File: src/sv/mrc_pkg.sv
// Package for the Modbus serial response checker: item types, status codes,
// character constants, CRC-16 and hex decode helpers. No dependencies.
`timescale 1ns / 1ps

package mrc_pkg;

    localparam int MAX_FRAME_CHARS_DEF = 1000;
    localparam int Q_DEPTH             = 4;

    localparam logic [7:0]  CHAR_COLON = 8'h3A;
    localparam logic [7:0]  CHAR_CR    = 8'h0D;
    localparam logic [7:0]  CHAR_LF    = 8'h0A;
    localparam logic [15:0] CRC_INIT   = 16'hFFFF;
    localparam logic [15:0] CRC_POLY   = 16'hA001;

    localparam logic KIND_PDU     = 1'b0;
    localparam logic KIND_VERDICT = 1'b1;

    typedef enum logic [2:0] {
        ST_OK        = 3'd0,
        ST_SHORT     = 3'd1,
        ST_CRC       = 3'd2,
        ST_FORMAT    = 3'd3,
        ST_LRC       = 3'd4,
        ST_EXCEPTION = 3'd5
    } mrc_status_t;

    typedef struct packed {
        logic        item_kind;
        logic [7:0]  pdu_byte;
        logic        is_last;
        mrc_status_t status;
        logic [6:0]  function_code;
        logic [7:0]  exception_code;
    } mrc_item_t;

    typedef struct packed {
        logic      pdu_valid;
        mrc_item_t pdu_item;
        logic      verdict_valid;
        mrc_item_t verdict_item;
    } mrc_step_t;

    function automatic logic [15:0] crc16_byte(input logic [15:0] crc_in,
                                               input logic [7:0]  data);
        logic [15:0] crc;
        crc = crc_in ^ {8'h00, data};
        for (int k = 0; k < 8; k++)
        begin
            crc = crc[0] ? ((crc >> 1) ^ CRC_POLY) : (crc >> 1);
        end
        return crc;
    endfunction

    function automatic logic [3:0] hex_value(input logic [7:0] c);
        logic [3:0] v;
        v = 4'h0;
        if (c >= 8'h30 && c <= 8'h39)
        begin
            v = c[3:0];
        end
        else if (c >= 8'h41 && c <= 8'h46)
        begin
            v = 4'(c - 8'h37);
        end
        return v;
    endfunction

endpackage

File: src/sv/mrc_core.sv
// Per-character frame logic: CRC/LRC, hex pairing, PDU delay line, verdict.
// Depends on mrc_pkg.
`timescale 1ns / 1ps

module mrc_core
    import mrc_pkg::*;
#(
    parameter int MAX_FRAME_CHARS = MAX_FRAME_CHARS_DEF
)
(
    input  logic       clk,
    input  logic       rst_n,
    input  logic       step_en,
    input  logic [7:0] rx_byte,
    input  logic       frame_end,
    input  logic       frame_mode,
    output mrc_step_t  step_res
);

    localparam int CntW = $clog2(MAX_FRAME_CHARS + 1);
    localparam logic [CntW-1:0] CntMax = CntW'(MAX_FRAME_CHARS);

    logic [CntW-1:0] cnt_reg,  cnt_next;
    logic [CntW-1:0] dc_reg,   dc_next;
    logic [15:0]     crc_reg,  crc_next;
    logic [7:0]      lrc_reg,  lrc_next;
    logic [3:0]      hn_reg,   hn_next;
    logic            np_reg,   np_next;
    logic [7:0]      d0_reg,   d0_next;
    logic [7:0]      d1_reg,   d1_next;
    logic [7:0]      f0_reg,   f0_next;
    logic [7:0]      f1_reg,   f1_next;
    logic            fb_reg,   fb_next;
    logic [7:0]      lc_reg,   lc_next;

    logic            pdu_emit;
    logic [7:0]      pdu_val;
    logic [7:0]      cand;
    logic            len_ge1;
    logic            len_ge2;
    mrc_status_t     status;

    always_comb
    begin
        cnt_next = cnt_reg;
        dc_next  = dc_reg;
        crc_next = crc_reg;
        lrc_next = lrc_reg;
        hn_next  = hn_reg;
        np_next  = np_reg;
        d0_next  = d0_reg;
        d1_next  = d1_reg;
        f0_next  = f0_reg;
        f1_next  = f1_reg;
        fb_next  = fb_reg;
        lc_next  = lc_reg;
        pdu_emit = 1'b0;
        pdu_val  = 8'h00;
        cand     = 8'h00;
        len_ge1  = 1'b0;
        len_ge2  = 1'b0;
        status   = ST_OK;

        if (step_en)
        begin
            if (cnt_reg < CntMax)
            begin
                if (!frame_mode)
                begin
                    crc_next = crc16_byte(crc_reg, rx_byte);
                    if (cnt_reg >= CntW'(3))
                    begin
                        pdu_emit = 1'b1;
                        pdu_val  = d1_reg;
                        if (cnt_reg == CntW'(3))
                        begin
                            f0_next = d1_reg;
                        end
                        if (cnt_reg == CntW'(4))
                        begin
                            f1_next = d1_reg;
                        end
                    end
                    d1_next = d0_reg;
                    d0_next = rx_byte;
                end
                else if (cnt_reg == '0)
                begin
                    if (rx_byte != CHAR_COLON)
                    begin
                        fb_next = 1'b1;
                    end
                end
                else if (cnt_reg[0])
                begin
                    hn_next = hex_value(rx_byte);
                    np_next = 1'b1;
                end
                else
                begin
                    cand    = {(np_reg ? hn_reg : 4'h0), hex_value(rx_byte)};
                    np_next = 1'b0;
                    if (cnt_reg >= CntW'(4))
                    begin
                        lrc_next = lrc_reg + d0_reg;
                        if (dc_reg >= CntW'(2))
                        begin
                            pdu_emit = 1'b1;
                            pdu_val  = d1_reg;
                            if (dc_reg == CntW'(2))
                            begin
                                f0_next = d1_reg;
                            end
                            if (dc_reg == CntW'(3))
                            begin
                                f1_next = d1_reg;
                            end
                        end
                        d1_next = d0_reg;
                        dc_next = dc_reg + 1'b1;
                    end
                    d0_next = cand;
                end
                cnt_next = cnt_reg + 1'b1;
            end
            else
            begin
                fb_next = 1'b1;
            end

            if (frame_end)
            begin
                if (!frame_mode)
                begin
                    len_ge1 = cnt_next >= CntW'(4);
                    len_ge2 = cnt_next >= CntW'(5);
                    priority if (fb_next)
                        status = ST_FORMAT;
                    else if (cnt_next < CntW'(2))
                        status = ST_SHORT;
                    else if (crc_next != 16'h0000)
                        status = ST_CRC;
                    else
                        status = ST_OK;
                end
                else
                begin
                    len_ge1 = dc_next >= CntW'(3);
                    len_ge2 = dc_next >= CntW'(4);
                    priority if (cnt_next < CntW'(3) || fb_next || lc_reg != CHAR_CR
                                 || rx_byte != CHAR_LF)
                        status = ST_FORMAT;
                    else if (lrc_next != 8'h00)
                        status = ST_LRC;
                    else
                        status = ST_OK;
                end
                if (status == ST_OK)
                begin
                    priority if (!len_ge2)
                        status = ST_SHORT;
                    else if (f0_next[7])
                        status = ST_EXCEPTION;
                    else
                        status = ST_OK;
                end
            end
        end

        step_res.pdu_valid                   = pdu_emit;
        step_res.pdu_item.item_kind          = KIND_PDU;
        step_res.pdu_item.pdu_byte           = pdu_val;
        step_res.pdu_item.is_last            = 1'b0;
        step_res.pdu_item.status             = ST_OK;
        step_res.pdu_item.function_code      = 7'h00;
        step_res.pdu_item.exception_code     = 8'h00;
        step_res.verdict_valid               = step_en && frame_end;
        step_res.verdict_item.item_kind      = KIND_VERDICT;
        step_res.verdict_item.pdu_byte       = 8'h00;
        step_res.verdict_item.is_last        = 1'b1;
        step_res.verdict_item.status         = status;
        step_res.verdict_item.function_code  = len_ge1 ? f0_next[6:0] : 7'h00;
        step_res.verdict_item.exception_code =
            (status == ST_EXCEPTION) ? f1_next : 8'h00;

        if (step_en)
        begin
            if (frame_end)
            begin
                cnt_next = '0;
                dc_next  = '0;
                crc_next = CRC_INIT;
                lrc_next = 8'h00;
                hn_next  = 4'h0;
                np_next  = 1'b0;
                d0_next  = 8'h00;
                d1_next  = 8'h00;
                f0_next  = 8'h00;
                f1_next  = 8'h00;
                fb_next  = 1'b0;
                lc_next  = 8'h00;
            end
            else
            begin
                lc_next = rx_byte;
            end
        end
    end

    always_ff @(posedge clk or negedge rst_n)
    begin
        if (!rst_n)
        begin
            cnt_reg <= '0;
            dc_reg  <= '0;
            crc_reg <= CRC_INIT;
            lrc_reg <= 8'h00;
            hn_reg  <= 4'h0;
            np_reg  <= 1'b0;
            d0_reg  <= 8'h00;
            d1_reg  <= 8'h00;
            f0_reg  <= 8'h00;
            f1_reg  <= 8'h00;
            fb_reg  <= 1'b0;
            lc_reg  <= 8'h00;
        end
        else
        begin
            cnt_reg <= cnt_next;
            dc_reg  <= dc_next;
            crc_reg <= crc_next;
            lrc_reg <= lrc_next;
            hn_reg  <= hn_next;
            np_reg  <= np_next;
            d0_reg  <= d0_next;
            d1_reg  <= d1_next;
            f0_reg  <= f0_next;
            f1_reg  <= f1_next;
            fb_reg  <= fb_next;
            lc_reg  <= lc_next;
        end
    end

endmodule

File: config.mk
export PLATFORM = sky130hd
export DESIGN_NAME = mrc_core
export DESIGN_NICKNAME = d
export VERILOG_FILES = /design/src/sv/mrc_pkg.sv /design/src/sv/mrc_core.sv
export SDC_FILE = /design/constraint.sdc
export NUM_CORES = 1
export LEC_CHECK = 0
export BUFFER_PORTS_ARGS = -buffer_cell sky130_fd_sc_hd__buf_2
export CAP_MARGIN = 20
export CORE_UTILIZATION = 30
export CTS_CLUSTER_SIZE = 10
export DETAILED_ROUTE_END_ITERATION = 8
export PLACE_DENSITY_LB_ADDON = 0.08
export SETUP_SLACK_MARGIN = 0.5
export SYNTH_ARGS = -nofsm -noshare
export SYNTH_HDL_FRONTEND = slang
export SYNTH_SLANG_ARGS = --single-unit
File: constraint.sdc
create_clock -name clk -period 4.4 [get_ports clk]
set_clock_uncertainty 0.05 [all_clocks]
set_input_delay 0.66 -clock clk [delete_from_list [all_inputs] [get_ports clk]]
set_output_delay 0.66 -clock clk [all_outputs]
set_load 0.1 [all_outputs]
Word-level counts from Yosys, hierarchy flattened
Index checks and enable logic that the tools add are counted.
{ "op_classes": {"multipliers": 0, "muxes": 140, "shifts": 0, "addsub": 4, "n_div": 0, "order_cmp": 14, "eq_ne": 8, "reduce_logical": 10, "bitwise": 9} }
{ "op_table": {"columns": ["op", "count"], "rows": [
  ["$mux W8", 59],
  ["$mux W16", 14],
  ["$mux W10", 14],
  ["$ge A10 B3 Y1 const B", 4],
  ["$mux W4", 10],
  ["$eq A10 B2 Y1 const B", 3],
  ["$ge A10 B2 Y1 const B", 3],
  ["$mux W3", 10],
  ["$mux W1", 29],
  ["$not A2 Y3", 8],
  ["$add A10 B1 Y10 const B", 2],
  ["$lt A10 B2 Y1 const B", 2],
  ["$ne A8 B4 Y1 const B", 2],
  ["$reduce_bool A16 Y1", 1],
  ["$xor A16 B8 Y16", 1],
  ["$eq A10 B3 Y1 const B", 1],
  ["$logic_not A10 Y1", 1],
  ["$lt A10 B10 Y1 const B", 1],
  ["$add A8 B8 Y8", 1],
  ["$ge A8 B6 Y1 const B", 1],
  ["$ge A8 B7 Y1 const B", 1],
  ["$le A8 B6 Y1 const B", 1],
  ["$le A8 B7 Y1 const B", 1],
  ["$ne A8 B6 Y1 const B", 1],
  ["8 further kinds", 14]
]} }
{ "word_totals": {"reg_bits": 90, "out_inout_bits": 58, "latch_bits": 0, "ram_bits": 0, "word_cells": 197, "romBits": 0, "mem_count": 0} }

Depth between registers and ports, before layout
{ "logic_depth": {"depth_word": 33, "depth_mapped": 11, "mapped_depth_nobuf": 10} }

Worst setup path before layout
No wires, ideal clock.
{ "synth_path": {"path_kind": "input to output", "from": "input rx_byte[2]", "to": "output step_res[16] (netlist name)", "stages": 9, "path_buffers": 1, "slack_ns": -0.911, "arrival_time_ns": 4.601, "path_cell_list": "buf_6 -> xnor2_2 -> xnor2_1 -> xor3_2 -> xnor3_1 -> o21ai_1 -> or4b_4 -> nand2_1 -> a211oi_1"} }
{ "synth_rtl": {"columns": ["element", "line", "rtl"], "rows": [
  ["from (decl)", "mrc_core.sv:14", "input logic [7:0] rx_byte,"],
  ["to (decl)", "mrc_core.sv:17", "output mrc_step_t step_res"]
]} }

==> results.txt <==
* Run status: complete, no violations
- For this configuration, the core starts out at a cell density of around 31%.
- HP Class: primary input to async pin
- Share of the yosys chip area belonging to registers: a little under two fifths
* Average instance area after synthesis: slightly above 9 sq um
* Crit share post-route: 93.45%
- Total grt overflow: 0
- Post-synth EDFFs: 0
* Core outline area: between 20000 and 25000 sq um
* Netlist cell types: 84
* Category of the most critical setup path: flip-flop to primary output
- The number of cells on the worst reg-to-reg path is 8.
- Number of I/O pins: a little over 70
- STA classifies the critical path startpoint as a flip-flop.
* Overall fraction of global-route tracks in use: between 10% and 20%
- CTS sink count: 90
- Worst endpoint data arrival time: around 3400 ps
* Routability Congestion: approximately 0.83
- The register with the most flip-flops in the layout has 16 of them.
- No sink is reached through more buffers than the 2 on the longest clock path.
- Setup repair after global routing could not meet its margin everywhere.
- The number of pins with negative max-slew slack in the final report came to 0.
* Dominant register cell in the synthesized netlist: sky130_fd_sc_hd__dfrtp_1
- Initial antenna violation count: 0
- First-pass detailed-route iteration total: 5
- Setup-violating endpoint count in the final report: 0
- Most common cell after layout, fill and taps aside: sky130_fd_sc_hd__nor2_1
* Maximum number of pins on one net before global-route repair: roughly 70
* Final net count: 730
- Startpoint of the most critical setup path: d0_reg[0]
- Ys async rst share: 100.0%
* Most frequent cells in the layout: sky130_fd_sc_hd__nor2_1, sky130_fd_sc_hd__dfrtp_1, sky130_fd_sc_hd__mux2i_1
* CP required: ~3700 ps
- The repair_antennas step left the layout with diodes totalling 0.
- The final number of hold-violating endpoints was 0.
- Max-cap check violation count: 0
- Wires add up to approximately 18000 microns.
- Capture point of the critical path: step_res[5]
- The cell count after synthesis came out at approximately 670.
- Maximum fanout along the worst path: 8
- Post-detailed-route DRC marker count: 0
* Non-filler cells, final: about 980
- Via Count: about 5100
- The via count of the first global-routing pass is just over 5000.
* Source-to-sink clock delay at the later pin of the worst-skew pair: 350 ps
- Worst slew slack as a fraction of its limit: around a third
- Die W: about 150 microns
* Launch point of the worst reg-to-reg path: cnt_reg[3]
- The first global-routing pass estimated approximately 29000 microns of wire.
- Compared with the post-synthesis result, the final layout area differs by 20.89%.
* Placed cell count: ~950
- In this run the static leakage power is approximately 3.2 nW.
* Routed vias/inst: 5.218
* Worst reg2reg endpoint: lrc_reg[5]
- Flop2flop setup slack: around 1800 ps
- Detailed placement finished with a half-perimeter wire length of 12840 microns.
- The tree is rooted in a sky130_fd_sc_hd__clkbuf_16.
- TritonCTS Buffers: 9
* YS warnings: 0
* Number of violations reported at the end of detailed-routing iteration 0: 303
- Nature of the critical path endpoint: primary output
- The H-tree was split into 3 levels.
- The worst path needs roughly 4100 ps of the cycle, external delays included.
- Die Area: about 21000 sq um
- TritonCTS built the clock tree.
- Row count: 52
- Static timing analysis puts the maximum clock frequency at around 0.24 GHz.
- Total chip power: between 3 and 4 mW
- The synthesized netlist occupies a cell area of roughly 6200 sq um.
- In this run the vertical extent of the chip is 145.6 microns.
- Number of nets still failing antenna checks after routing: 0
* Post-synthesis sequential element count: 90
- Input and output buffers added on the ports amount to 40.
- Total negative slack: 0 ps
- Dividing the detail-routed wire length by the instance count gives 18.36 microns.
- Power density relative to cell area: roughly 410 nW/um^2
- IR analysis of the VDD net gives a maximum drop of roughly 0.21 mV.
- Slew of the pin with the lowest slew margin: between 1000 and 1500 ps
- Share of layout cells above drive strength 1: between 20% and 30%
* Clock slew seen by the registers of the worst setup and hold paths: ~70 ps
-- power by group --
part           leakage (nW)  total [mW]  switching (mW)  internal (mW)
sequential             1.17        1.10           0.149          0.955
clock                 0.130       0.751           0.361          0.390
combinational          1.95        1.18           0.685          0.498
-- per-layer routing --
metal	GRT usage [%]	wire, microns	vias up
met5	0	0	-
met4	5.737	201	0
met3	1.818	350	12
met2	28.85	8705	82
met1	24.11	8663	2539
li1	-	-	2460
-- worst min-delay path by stage --
| stage | start | endpoint | slack (ps) | cells after the start |
|---|---|---|---|---|
| final | rst_n | dc_reg[7] | 410 | 1 |
| after global routing | lc_reg[7] | lc_reg[7] | 480 | 1 |
| after CTS | rst_n | dc_reg[7] | 440 | 1 |
| after detailed placement | lc_reg[1] | lc_reg[1] | 430 | 1 |
| after global placement | lc_reg[0] | lc_reg[0] | 420 | 1 |
| after floorplan | rst_n | cnt_reg[0] | 310 | 0 |
-- Yosys cell counts (all sizes together), types with 3 or more instances --
cell	instances	share of area [%]
nor2	88	5.4
dfrtp	74	30
mux2i	39	6.4
buf	38	4.4
a21oi	34	2.7
clkbuf	34	2.2
nand2	30	1.8
o21ai	25	2.0
o22a	24	3.4
nand3	21	1.7
o2bb2ai	18	2.5
xnor2	18	2.8
inv	17	1.0
nor4	17	2.9
dfstp	16	6.8
ha	15	3.0
nor3	15	1.2
and2	10	1.0
nand4	10	1.3
o22ai	10	1.0
xor2	9	1.4
a22o	8	1.2
nand2b	7	0.83
a22oi	6	0.73
o21a	6	0.75
a211oi	5	0.61
a31oi	5	0.51
or3	5	0.51
a311oi	4	0.57
and3	4	0.42
mux2	4	0.73
a21boi	3	0.36
a21o	3	0.36
a32o	3	0.49
nor4b	3	0.42
or4	3	0.36
-- repair_timing --
item	in CTS	in global routing
gates resized for setup	26	18
setup endpoints to repair	18	26
buffers inserted	4	4
hold buffers	0	0
hold endpoints to repair	0	0
pin swaps	11	15
-- metrics by stage --
stage	area, sq um	worst slack (ps)	utilization [%]	hold WS [ps]
2_1_floorplan	6429	-69.25	-	314.4
3_3_place_gp	6963	224.2	34.41	420.9
3_5_place_dp	6963	214.8	34.41	428.9
4_1_cts	7391	246.2	36.53	437.5
5_1_grt	7481	186.3	36.97	481.0
6_report	7481	288.3	36.97	413.1
-- critical path, cell delays in order (launching register included) --
cell and delay, ps:
sky130_fd_sc_hd__dfrtp_1 390, sky130_fd_sc_hd__ha_2 200, sky130_fd_sc_hd__fa_2 370, sky130_fd_sc_hd__xor2_1 180, sky130_fd_sc_hd__or3_1 330, sky130_fd_sc_hd__or3_4 410
sky130_fd_sc_hd__a2111oi_4 200, sky130_fd_sc_hd__o21a_2 230, sky130_fd_sc_hd__a2bb2oi_4 170, sky130_fd_sc_hd__nor4_4 340, sky130_fd_sc_hd__buf_12 220
-- final cells by class --
cell class	count	area, sq um
Fill cell	2039	12750
Multi-Input combinational cell	515	3800
Sequential cell	90	2278
Timing Repair Buffer	67	718.2
Tap cell	270	337.8
Clock buffer	10	229.0
Inverter	18	67.56
Clock inverter	6	50.05
-- logic make-up (layout without fill, tap and decap cells) --
kind of cell,Yosys count,count (layout),synth area share [%]
compound gates,174,174,20.48
xor+xnor,29,29,4.953
fa+ha+maj,16,16,3.356
buf+inv,91,101,7.865
flops,90,90,36.72
mux,43,43,7.096
other cells,2,30,0.1214
simple gates,223,223,19.41
Note: power is estimated with default switching activity, not from simulation.
